**config.mk**
```make
export PLATFORM = sky130hd
export DESIGN_NAME = tap_sequence_then_hold_detector
export DESIGN_NICKNAME = d
export VERILOG_FILES = /design/src/design/tsd_pkg.sv /design/src/design/tsd_cfg.sv /design/src/design/tsd_in_reg.sv /design/src/design/tsd_core.sv /design/src/design/tap_sequence_then_hold_detector.sv
export SDC_FILE = /design/constraint.sdc
export NUM_CORES = 1
export LEC_CHECK = 0
export BUFFER_PORTS_ARGS = -buffer_cell sky130_fd_sc_hd__buf_2
export CAP_MARGIN = 20
export CORE_MARGIN = 4
export CORE_UTILIZATION = 48
export DETAILED_ROUTE_END_ITERATION = 10
export PLACE_DENSITY = 0.65
export SLEW_MARGIN = 20
export SYNTH_ARGS = -nofsm -noshare
export SYNTH_HDL_FRONTEND = slang
export SYNTH_HIERARCHICAL = 1
export SYNTH_SLANG_ARGS = --single-unit
export TNS_END_PERCENT = 100
```
**constraint.sdc**
```tcl
create_clock -name clk_i -period 9.5 [get_ports clk_i]
set_clock_uncertainty 0.15 [all_clocks]
set_input_delay 0.95 -clock clk_i [delete_from_list [all_inputs] [get_ports clk_i]]
set_output_delay 0.95 -clock clk_i [all_outputs]
set_load 0.03 [all_outputs]
```
**src/design/tsd_pkg.sv**
```systemverilog
// ----------------------------------------------------------------------------
// tsd_pkg
// Shared types and constants of the tap sequence then hold detector.
// ----------------------------------------------------------------------------
package tsd_pkg;

  localparam int unsigned TimeW    = 63;
  localparam int unsigned TapW     = 24;
  localparam int unsigned HoldW    = 26;
  localparam int unsigned CountW   = 3;
  localparam int unsigned CfgDataW = 26;
  localparam int unsigned CfgIdxW  = 3;
  localparam int unsigned InDataW  = 64;
  localparam int unsigned OutDataW = 8;

  localparam logic [TapW-1:0]   TapMinRst  = TapW'(50000);
  localparam logic [TapW-1:0]   TapMaxRst  = TapW'(700000);
  localparam logic [HoldW-1:0]  HoldRst    = HoldW'(3000000);
  localparam logic [HoldW-1:0]  TimeoutRst = HoldW'(12000000);
  localparam logic [CountW-1:0] TapsReqRst = CountW'(3);

  typedef enum logic [CfgIdxW-1:0] {
    CfgTapMin  = 3'd0,
    CfgTapMax  = 3'd1,
    CfgHold    = 3'd2,
    CfgTimeout = 3'd3,
    CfgTapsReq = 3'd4
  } cfg_idx_e;

  typedef struct packed {
    logic [TapW-1:0]   tap_min_us;
    logic [TapW-1:0]   tap_max_us;
    logic [HoldW-1:0]  hold_us;
    logic [HoldW-1:0]  sequence_timeout_us;
    logic [CountW-1:0] taps_required;
  } cfg_t;

  typedef struct packed {
    logic             button_down;
    logic [TimeW-1:0] time_us;
  } poll_t;

endpackage

```
**src/design/tsd_cfg.sv**
```systemverilog
// ----------------------------------------------------------------------------
// tsd_cfg
// Configuration register file, written through a plain write port.
// ----------------------------------------------------------------------------
module tsd_cfg (
  input  logic                           clk_i,
  input  logic                           rst_ni,
  input  logic                           cfg_we_i,
  input  logic [tsd_pkg::CfgIdxW-1:0]    cfg_index_i,
  input  logic [tsd_pkg::CfgDataW-1:0]   cfg_data_i,
  output tsd_pkg::cfg_t                  cfg_o
);
  import tsd_pkg::*;

  cfg_t cfg_q, cfg_d;

  always_comb begin
    cfg_d = cfg_q;
    if (cfg_we_i) begin
      case (cfg_idx_e'(cfg_index_i))
        CfgTapMin:  cfg_d.tap_min_us          = cfg_data_i[TapW-1:0];
        CfgTapMax:  cfg_d.tap_max_us          = cfg_data_i[TapW-1:0];
        CfgHold:    cfg_d.hold_us             = cfg_data_i[HoldW-1:0];
        CfgTimeout: cfg_d.sequence_timeout_us = cfg_data_i[HoldW-1:0];
        CfgTapsReq: cfg_d.taps_required       = cfg_data_i[CountW-1:0];
        default:    cfg_d = cfg_q;
      endcase
    end
  end

  always_ff @(posedge clk_i or negedge rst_ni) begin
    if (!rst_ni) begin
      cfg_q.tap_min_us          <= TapMinRst;
      cfg_q.tap_max_us          <= TapMaxRst;
      cfg_q.hold_us             <= HoldRst;
      cfg_q.sequence_timeout_us <= TimeoutRst;
      cfg_q.taps_required       <= TapsReqRst;
    end else begin
      cfg_q <= cfg_d;
    end
  end

  assign cfg_o = cfg_q;

endmodule

```
**src/design/tsd_in_reg.sv**
```systemverilog
// ----------------------------------------------------------------------------
// tsd_in_reg
// Input register stage: holds one button poll until the core takes it.
// ----------------------------------------------------------------------------
module tsd_in_reg (
  input  logic                          clk_i,
  input  logic                          rst_ni,
  input  logic                          in_valid_i,
  output logic                          in_ready_o,
  input  logic [tsd_pkg::InDataW-1:0]   in_data_i,
  output logic                          poll_valid_o,
  input  logic                          poll_take_i,
  output tsd_pkg::poll_t                poll_o
);
  import tsd_pkg::*;

  logic  valid_q, valid_d;
  poll_t poll_q, poll_d;
  logic  load;

  assign in_ready_o = !valid_q || poll_take_i;
  assign load       = in_valid_i && in_ready_o;

  always_comb begin
    valid_d = valid_q;
    poll_d  = poll_q;
    if (load) begin
      valid_d            = 1'b1;
      poll_d.time_us     = in_data_i[TimeW-1:0];
      poll_d.button_down = in_data_i[TimeW];
    end else if (poll_take_i) begin
      valid_d = 1'b0;
    end
  end

  always_ff @(posedge clk_i or negedge rst_ni) begin
    if (!rst_ni) begin
      valid_q <= 1'b0;
    end else begin
      valid_q <= valid_d;
    end
  end

  always_ff @(posedge clk_i) begin
    poll_q <= poll_d;
  end

  assign poll_valid_o = valid_q;
  assign poll_o       = poll_q;

endmodule

```
**src/design/tsd_core.sv**
```systemverilog
// ----------------------------------------------------------------------------
// tsd_core
// Tap and hold state update with the result register.
// ----------------------------------------------------------------------------
module tsd_core (
  input  logic                           clk_i,
  input  logic                           rst_ni,
  input  tsd_pkg::cfg_t                  cfg_i,
  input  logic                           poll_valid_i,
  output logic                           poll_take_o,
  input  tsd_pkg::poll_t                 poll_i,
  output logic                           out_valid_o,
  input  logic                           out_ready_i,
  output logic [tsd_pkg::OutDataW-1:0]   out_data_o
);
  import tsd_pkg::*;

  logic [TimeW-1:0]    press_start_q, press_start_d;
  logic                press_active_q, press_active_d;
  logic [TimeW-1:0]    seq_start_q, seq_start_d;
  logic                seq_active_q, seq_active_d;
  logic [CountW-1:0]   taps_q, taps_d;
  logic                armed_q, armed_d;
  logic                out_valid_q;
  logic [OutDataW-1:0] out_data_q, out_data_d;

  logic [TimeW:0]      seq_diff, press_diff;
  logic [TimeW-1:0]    press_base, press_el;
  logic                seq_late, is_tap, request;
  logic [CountW:0]     taps_inc;

  assign poll_take_o = poll_valid_i && (!out_valid_q || out_ready_i);

  always_comb begin
    seq_diff   = {1'b0, poll_i.time_us} - {1'b0, seq_start_q};
    seq_late   = !seq_diff[TimeW] &&
                 (seq_diff[TimeW-1:0] > TimeW'(cfg_i.sequence_timeout_us));
    press_base = press_active_q ? press_start_q : poll_i.time_us;
    press_diff = {1'b0, poll_i.time_us} - {1'b0, press_base};
    press_el   = press_diff[TimeW] ? '0 : press_diff[TimeW-1:0];
    is_tap     = (press_el >= TimeW'(cfg_i.tap_min_us)) &&
                 (press_el < TimeW'(cfg_i.tap_max_us));

    press_start_d  = press_start_q;
    press_active_d = press_active_q;
    armed_d        = armed_q;
    request        = 1'b0;

    // drop an expired sequence first
    if (seq_active_q && seq_late) begin
      taps_d       = '0;
      seq_active_d = 1'b0;
      seq_start_d  = '0;
    end else begin
      taps_d       = taps_q;
      seq_active_d = seq_active_q;
      seq_start_d  = seq_start_q;
    end
    taps_inc = {1'b0, taps_d} + 1'b1;

    if (poll_i.button_down) begin
      if (!press_active_q) begin
        press_start_d  = poll_i.time_us;
        press_active_d = 1'b1;
      end
      if (taps_d == cfg_i.taps_required && press_el >= TimeW'(cfg_i.hold_us)) begin
        armed_d = 1'b1;
      end
    end else if (press_active_q) begin
      press_active_d = 1'b0;
      press_start_d  = '0;
      if (armed_q) begin
        armed_d      = 1'b0;
        request      = 1'b1;
        taps_d       = '0;
        seq_active_d = 1'b0;
        seq_start_d  = '0;
      end else if (is_tap) begin
        if (taps_d == '0) begin
          seq_start_d  = poll_i.time_us;
          seq_active_d = 1'b1;
        end
        if (taps_inc > {1'b0, cfg_i.taps_required}) begin
          taps_d       = '0;
          seq_active_d = 1'b0;
          seq_start_d  = '0;
        end else begin
          taps_d = taps_inc[CountW-1:0];
        end
      end else begin
        taps_d       = '0;
        seq_active_d = 1'b0;
        seq_start_d  = '0;
      end
    end

    out_data_d = {3'b000, armed_d, taps_d, request};
  end

  always_ff @(posedge clk_i or negedge rst_ni) begin
    if (!rst_ni) begin
      press_active_q <= 1'b0;
      seq_active_q   <= 1'b0;
      taps_q         <= '0;
      armed_q        <= 1'b0;
      out_valid_q    <= 1'b0;
    end else begin
      if (poll_take_o) begin
        press_active_q <= press_active_d;
        seq_active_q   <= seq_active_d;
        taps_q         <= taps_d;
        armed_q        <= armed_d;
        out_valid_q    <= 1'b1;
      end else if (out_ready_i) begin
        out_valid_q <= 1'b0;
      end
    end
  end

  always_ff @(posedge clk_i or negedge rst_ni) begin
    if (!rst_ni) begin
      press_start_q <= '0;
      seq_start_q   <= '0;
    end else if (poll_take_o) begin
      press_start_q <= press_start_d;
      seq_start_q   <= seq_start_d;
    end
  end

  always_ff @(posedge clk_i) begin
    if (poll_take_o) begin
      out_data_q <= out_data_d;
    end
  end

  assign out_valid_o = out_valid_q;
  assign out_data_o  = out_data_q;

  a_taps_need_seq: assert property (@(posedge clk_i) disable iff (!rst_ni)
    (taps_q != '0) |-> seq_active_q)
    else $error("tap count held without an active sequence");

  a_req_clears: assert property (@(posedge clk_i) disable iff (!rst_ni)
    (out_valid_q && out_data_q[0]) |-> (out_data_q[4:1] == '0))
    else $error("request issued without clearing taps and armed flag");

  a_arm_on_press: assert property (@(posedge clk_i) disable iff (!rst_ni)
    $rose(armed_q) |-> $past(poll_i.button_down) && press_active_q)
    else $error("armed flag set outside a press");

  a_press_tracks: assert property (@(posedge clk_i) disable iff (!rst_ni)
    poll_take_o |=> (press_active_q == $past(poll_i.button_down)))
    else $error("press flag does not follow the button level");

endmodule

```
**src/design/tap_sequence_then_hold_detector.sv**
```systemverilog
// ----------------------------------------------------------------------------
// tap_sequence_then_hold_detector
// Multi-tap then long-press detector for one push button.
// ----------------------------------------------------------------------------
// Usage:
//   Slave stream: one button poll per request, tdata = {button_down, time_us}.
//   Master stream: one result per poll, tdata = {hold_armed, tap_count,
//   enroll_request}. Timing registers are set through the cfg write port
//   while no poll is in flight; index order: tap_min_us, tap_max_us,
//   hold_us, sequence_timeout_us, taps_required.
//   A poll is accepted into the input register and waits there while the
//   state update runs; the result register loads when the core takes the
//   poll. Throughput is one poll per cycle while the receiver is ready, as
//   the state update reads and writes the tap state in the same cycle.
//   Reset clears the tap state and loads the default timings; no output is
//   valid after reset. When the receiver stalls, the result register holds
//   its request and the input register takes one more poll if it is empty,
//   after which s_axis_tready stays low until the result is taken.
// ----------------------------------------------------------------------------
module tap_sequence_then_hold_detector (
  input  logic                           clk_i,
  input  logic                           rst_ni,
  input  logic                           s_axis_tvalid,
  output logic                           s_axis_tready,
  // [62:0] time_us, [63] button_down
  input  logic [tsd_pkg::InDataW-1:0]    s_axis_tdata,
  output logic                           m_axis_tvalid,
  input  logic                           m_axis_tready,
  // [0] enroll_request, [3:1] tap_count, [4] hold_armed, [7:5] zero
  output logic [tsd_pkg::OutDataW-1:0]   m_axis_tdata,
  input  logic                           cfg_we_i,
  input  logic [tsd_pkg::CfgIdxW-1:0]    cfg_index_i,
  input  logic [tsd_pkg::CfgDataW-1:0]   cfg_data_i
);
  import tsd_pkg::*;

  cfg_t  cfg;
  poll_t poll;
  logic  poll_valid;
  logic  poll_take;

  tsd_cfg u_cfg (
    .clk_i       (clk_i),
    .rst_ni      (rst_ni),
    .cfg_we_i    (cfg_we_i),
    .cfg_index_i (cfg_index_i),
    .cfg_data_i  (cfg_data_i),
    .cfg_o       (cfg)
  );

  tsd_in_reg u_in_reg (
    .clk_i        (clk_i),
    .rst_ni       (rst_ni),
    .in_valid_i   (s_axis_tvalid),
    .in_ready_o   (s_axis_tready),
    .in_data_i    (s_axis_tdata),
    .poll_valid_o (poll_valid),
    .poll_take_i  (poll_take),
    .poll_o       (poll)
  );

  tsd_core u_core (
    .clk_i        (clk_i),
    .rst_ni       (rst_ni),
    .cfg_i        (cfg),
    .poll_valid_i (poll_valid),
    .poll_take_o  (poll_take),
    .poll_i       (poll),
    .out_valid_o  (m_axis_tvalid),
    .out_ready_i  (m_axis_tready),
    .out_data_o   (m_axis_tdata)
  );

endmodule
```
=== Word-level counts from Yosys, hierarchy flattened ===
Index checks and enable logic that the tools add are counted.
W data, S select, Z words.

* Register bits after elaboration: 306
* Latch bits: 0
* RAM bits: 0
* Bits in read-only memories: 0
* Bits of input ports: 98
* Output and inout bits: 10
* Logic and storage cells: 87
* Memories kept: 0

* $add $sub $neg: 3
* $mul: 0
* Divide/modulo/power cells: 0
* Order comparisons: 5
* Eq/ne operators: 5
* Shift operators: 0
* Multiplexer cells: 33
* Bitwise gates (word level): 1
* Reduce and logical (&&, ||, !) cells: 23

{| class="wikitable"
|+ Operators by type and width
! operator !! number
|-
| $mux W63 || 11
|-
| $sub A63 B63 Y64 || 2
|-
| $ge A63 B24 Y1 || 1
|-
| $ge A63 B26 Y1 || 1
|-
| $gt A63 B26 Y1 || 1
|-
| $lt A63 B24 Y1 || 1
|-
| $mux W3 || 6
|-
| $mux W1 || 16
|-
| $reduce_and A2 Y1 || 6
|-
| $eq A3 B2 Y1 const B || 2
|-
| $logic_and A1 B1 Y1 || 6
|-
| $logic_not A3 Y1 || 2
|-
| $reduce_bool A2 Y1 || 3
|-
| $add A3 B1 Y4 const B || 1
|-
| $gt A4 B3 Y1 || 1
|-
| $eq A3 B1 Y1 const B || 1
|-
| $eq A3 B3 Y1 || 1
|-
| $eq A3 B3 Y1 const B || 1
|-
| $logic_not A1 Y1 || 3
|-
| $logic_or A1 B1 Y1 || 2
|-
| $reduce_or A2 Y1 || 1
|-
| $not A1 Y1 || 1
|}

=== Logic depth before layout (Yosys ltp) ===
* Depth in word-level cells: 12
* Gate-level depth with buffers: 38

=== Modules after synthesis ===
Netlist, hierarchy kept.

{| class="wikitable"
|+ Modules (own cells, without submodules)
! module !! times used !! cells each !! area an instance (um^2) !! sequential area each (um^2)
|-
| tsd_core || 1 || 2424 || 18253.8 || 3478.3
|-
| tsd_cfg || 1 || 221 || 3972.6 || 2623.8
|-
| tsd_in_reg || 1 || 68 || 1975.6 || 1946.9
|}

=== Least setup slack after synthesis ===
Ideal clock, no wire load.

* Path kind: register to register
* Start point: register u_in_reg.poll_q, in the netlist u_in_reg/poll_o[0]
* End point: register u_core.seq_start_q[10]
* Arrival time: 7.583 ns
* Data required time: 9.285 ns
* Path slack: 1.702 ns
* Stages on the path, launching flop included: 36
* Cells stage by stage: edfxtp_1 > inv_1 > ha_1 > inv_1 > fa_1 > a21o_1 > a221o_1 > a21oi_1 > o211ai_1 > a21oi_1 > xnor2_1 > ha_1 > nand2_1 > or3_1 > nand3b_1 > a211oi_1 > nand4_1 > or4_1 > nor4_1 > nand4_1 > o211ai_2 > nand2_1 > ha_1 > ha_1 > nor2b_1 > o21a_1 > o21ai_0 > nand3_1 > a21oi_1 > o21ai_0 > a311o_1 > a2111oi_4 > a221o_1 > buf_2 > buf_4 > a22o_1

* Word-level cells in the longest chain between the ends: 12
* Elaborated cells between the ends (all ways): 22

{| class="wikitable"
|+ RTL lines
! item !! RTL line !! RTL
|-
| start, declared || tsd_in_reg.sv:18 || <nowiki>poll_t poll_q, poll_d;</nowiki>
|-
| start signal, assigned || tsd_in_reg.sv:45 || <nowiki>poll_q <= poll_d;</nowiki>
|-
| $sub A63 B63 Y64 || tsd_core.sv:35 || <nowiki>seq_diff = {1'b0, poll_i.time_us} - {1'b0, seq_start_q};</nowiki>
|-
| $gt A63 B26 Y1 / $logic_not A1 Y1 (equally long branches) || tsd_core.sv:37, tsd_core.sv:36 ||
|-
| $logic_and A1 B1 Y1 || tsd_core.sv:36 || <nowiki>seq_late = !seq_diff[TimeW] &&</nowiki>
|-
| $logic_and A1 B1 Y1 || tsd_core.sv:50 || <nowiki>if (seq_active_q && seq_late) begin</nowiki>
|-
| $mux W3 || tsd_core.sv:50 ||
|-
| $add A3 B1 Y4 / $logic_not A3 Y1 (equally long branches) || tsd_core.sv:59, tsd_core.sv:79 ||
|-
| $gt A4 B3 Y1 / $mux W63 (equally long branches) || tsd_core.sv:83, tsd_core.sv:79 ||
|-
| $mux W63 || tsd_core.sv:83 || <nowiki>if (taps_inc > {1'b0, cfg_i.taps_required}) begin</nowiki>
|-
| $mux W63 || tsd_core.sv:78 || <nowiki>end else if (is_tap) begin</nowiki>
|-
| $mux W63 || tsd_core.sv:72 || <nowiki>if (armed_q) begin</nowiki>
|-
| $mux W63 || tsd_core.sv:69 || <nowiki>end else if (press_active_q) begin</nowiki>
|-
| $mux W63 * || tsd_core.sv:61 || <nowiki>if (poll_i.button_down) begin</nowiki>
|-
| end signal, assigned || tsd_core.sv:126 || <nowiki>seq_start_q <= seq_start_d;</nowiki>
|-
| end, declared || tsd_core.sv:20 || <nowiki>logic [TimeW-1:0] seq_start_q, seq_start_d;</nowiki>
|}

Mark *: on every way between the ends. The rest lies on a longest branch, timed or not.
A chain may end at the register's enable or synchronous reset.

=== Final worst setup path ===
* Start point: register u_in_reg.poll_q, in the netlist u_in_reg/poll_o[0]
* End point: register u_core.seq_start_q[29]

Same word-level chain as after synthesis.

==> flow_summary.ini <==
[run_status]
outcome = completed

[routing]
drt_pass1_iterations = 6
via_count = 22000
detail-route-antenna-nets = 0
totalWireLength_um = 81300
wl_per_cell_um = 23.3
dr.first_iter.drc_count = 2149
detail_route.vias_per_cell = 6.30
drc_errors = 0

[synthesis]
ys_async_sr_fraction = 0.775
synth.distinct_cells = 101
yosysSeqAreaShare = 0.333
ys_ff_latch = 306
yosysTopAreaCell = dfrtp_1
synth_area_um2 = 24200
yosysTopAreaCellShare = 0.207
avgSynthCellArea_um2 = 8.92
synth_edf_count = 69
ys_warn_count = 6
synth_flop_cell = dfrtp_1
syn-instance-count = 2713
synthTopCellsByArea = dfrtp_1 (21%), ha_1 (12%), edfxtp_1 (8.6%), mux2_2 (4.7%), o21ai_0 (4.5%)

[job]
maxCapViolCount = 0

[timing]
worst_pin_slew_ps = 1070
fin_worst_hold_slack_ps = 277
period_share = 0.939
rsz0062_at_grt = false
setup_viol = 0
hold_violations = 0
fmax_mhz = 112
timing.final.ws_setup_ps = 575
maxSlewViolCount = 0
setup-tns-final_ps = 0
period_needed_ps = 8920
maxSlewHeadroom = 0.270

[final_layout]
layout.cells.non_filler = 3491
mostFrequentLayoutCell = nand2_1
mostFrequentLayoutCells = nand2_1 (273), ha_1 (230), o21ai_0 (216)
design_area_um2 = 26700
finish.utilization = 0.533
drive_gt1_frac = 0.139
diodes = 0
syn2layout_area_growth_pct = 10.1
nNetsFinal = 3119
fillCellCount = 4700

[critical_path]
criticalPathCategory = reg -> reg
crit_arrival_ps = 9280
critPathRequiredTime_ps = 9850
end_kind = register
timing.rr.start = u_in_reg/poll_o[0]
crit_start = u_in_reg/poll_o[0]
slowest_stage = a2111oi_0
crit_fanout = 36
cp-start-kind = register
slowest_delay_ps = 930

[global_routing]
grt_pass1_wl_um = 124000
grt_max_degree = 123
busiest_layer = met2
antenna_found_initial = 4
grt_use_met1 = 0.429
first_global_vias = 21000
grt_use_total = 0.295
gr-usage-met3 = 0.0513
use_met2 = 0.455
grt_overflow = 0

[placed_design]
io_buffers = 104
place_congestion = 0.996
hpwl_um = 63700
place_area_um2 = 25300
pre_cts_slack_ps = 346
dp.cells = 3415

[clock_network]
clk_latency_ps = 570
cts-root-buf = clkbuf_16
ctsHoldBuffers = 0
clock_path_buffers = 3
numCtsBuffers = 38
cts_tree = built
cts.htree.levels = 2
cts_sinks = 306
clk_pin_slew_worst_paths_ps = 60

[floorplan]
ioPinCount = 108
die_h_um = 233
start_util = 0.484
row_count = 82
core_area_um2 = 50000
dieArea_um2 = 54100
die_x_um = 233

[power]
power.share.clock = 0.191
ir_drop_mv = 0.147
total_power_mw = 7.80
combPwrFrac = 0.552
intPower_mw = 4.24
p_per_area_nw_per_um2 = 293
power_frac_seq = 0.257
power.leakage_nw = 11.4
switching_power_mw = 3.55
switching_share = 0.456

[min_path]
hold_class = in -> async
[worst max-delay path, delay by kind of cell (launching register included)]
kind	cells	cell delay (ps)
buf+inv	4	660
simple gates	7	1420
xor+xnor	2	370
fa+ha+maj	5	1440
compound gates	17	4370
flops	1	410
[kinds of logic after synthesis]
logic type,synth area share
AOI/OAI and AO/OA,0.234
xor gates and xnor gates,0.0304
adders and majority gates,0.121
buffers and inverters,0.0547
DFF,0.333
muxes,0.0795
other,0.000155
and+or+nand+nor,0.149
[worst paths after layout]
kind,slack [ps],cells after the start,end
max,580,35,u_core/seq_start_q[29]
min,280,1,u_cfg/cfg_o[57]
max reg2reg,580,35,u_core/seq_start_q[29]
min reg2reg,330,1,u_cfg/cfg_o[59]
max in group asynchronous,7410,2,u_core/press_active_q
min in group clk_i,330,1,u_cfg/cfg_o[59]
[cell type report]
| type | count | area [um2] | share of cell area |
|---|---|---|---|
| multi-input combinational | 2100 | 14900 | 0.558 |
| sequential | 306 | 8050 | 0.302 |
| clock buffer | 53 | 1120 | 0.0421 |
| timing repair buffer | 145 | 858 | 0.0322 |
| tap | 672 | 841 | 0.0315 |
| inverter | 198 | 743 | 0.0279 |
| clock inverter | 17 | 160 | 0.00601 |
[flip-flops by register name (all words and copies together), names as in the netlist, 3 cells and up]
signal and flops:
u_in_reg/poll_o 64, u_core/taps_q 3, u_core/out_data_o 5, u_core/seq_start_q 63, u_cfg/cfg_o 103, u_core/press_start_q 63
[repair_timing]
action                                  4_1_cts  5_1_grt
buffers inserted                              0        5
gates resized for setup                       0        1
hold endpoints to repair                      0        0
endpoints found under the setup margin        0       63
[metal layers]
layer,share of wire,up-vias
li1,-,10200
met1,0.46,10800
met3,0.078,126
met4,0.026,4
met5,0.00033,-
met2,0.44,823
[power groups by stage]
stage / registers [mW] / logic [mW] / clock network, mW
floorplan: 1.91 / 2.98 / 0
global placement: 1.99 / 4.13 / 0
detailed placement: 2.01 / 4.18 / 0
CTS: 1.99 / 4.21 / 1.52
global route: 2.04 / 4.73 / 1.58
finish: 2.00 / 4.31 / 1.49
[synthesized netlist by cell type (7+ instances only)]
master and instances:
a2111oi_0 12, a211oi_1 15, a21o_1 49, a21oi_1 209, a221oi_1 8, a22o_1 64
a22oi_1 68, a31oi_1 23, and2_1 12, and3_1 17, and4_1 13, buf_1 8
buf_2 11, buf_4 12, buf_6 14, clkbuf_1 66, dfrtp_1 200, dfstp_2 37
edfxtp_1 69, ha_1 230, inv_1 197, mux2_2 102, mux2i_1 71, nand2_1 274
nand2b_1 29, nand3_1 45, nand4_1 69, nor2_1 158, nor2b_1 16, nor3_1 43
nor4_1 15, o211ai_1 25, o21a_1 33, o21ai_0 216, o21ai_1 18, o21bai_1 17
o22ai_1 8, o31a_1 7, or3_1 12, xnor2_1 39, xor2_1 45
Power figures use the tool's default switching activity.
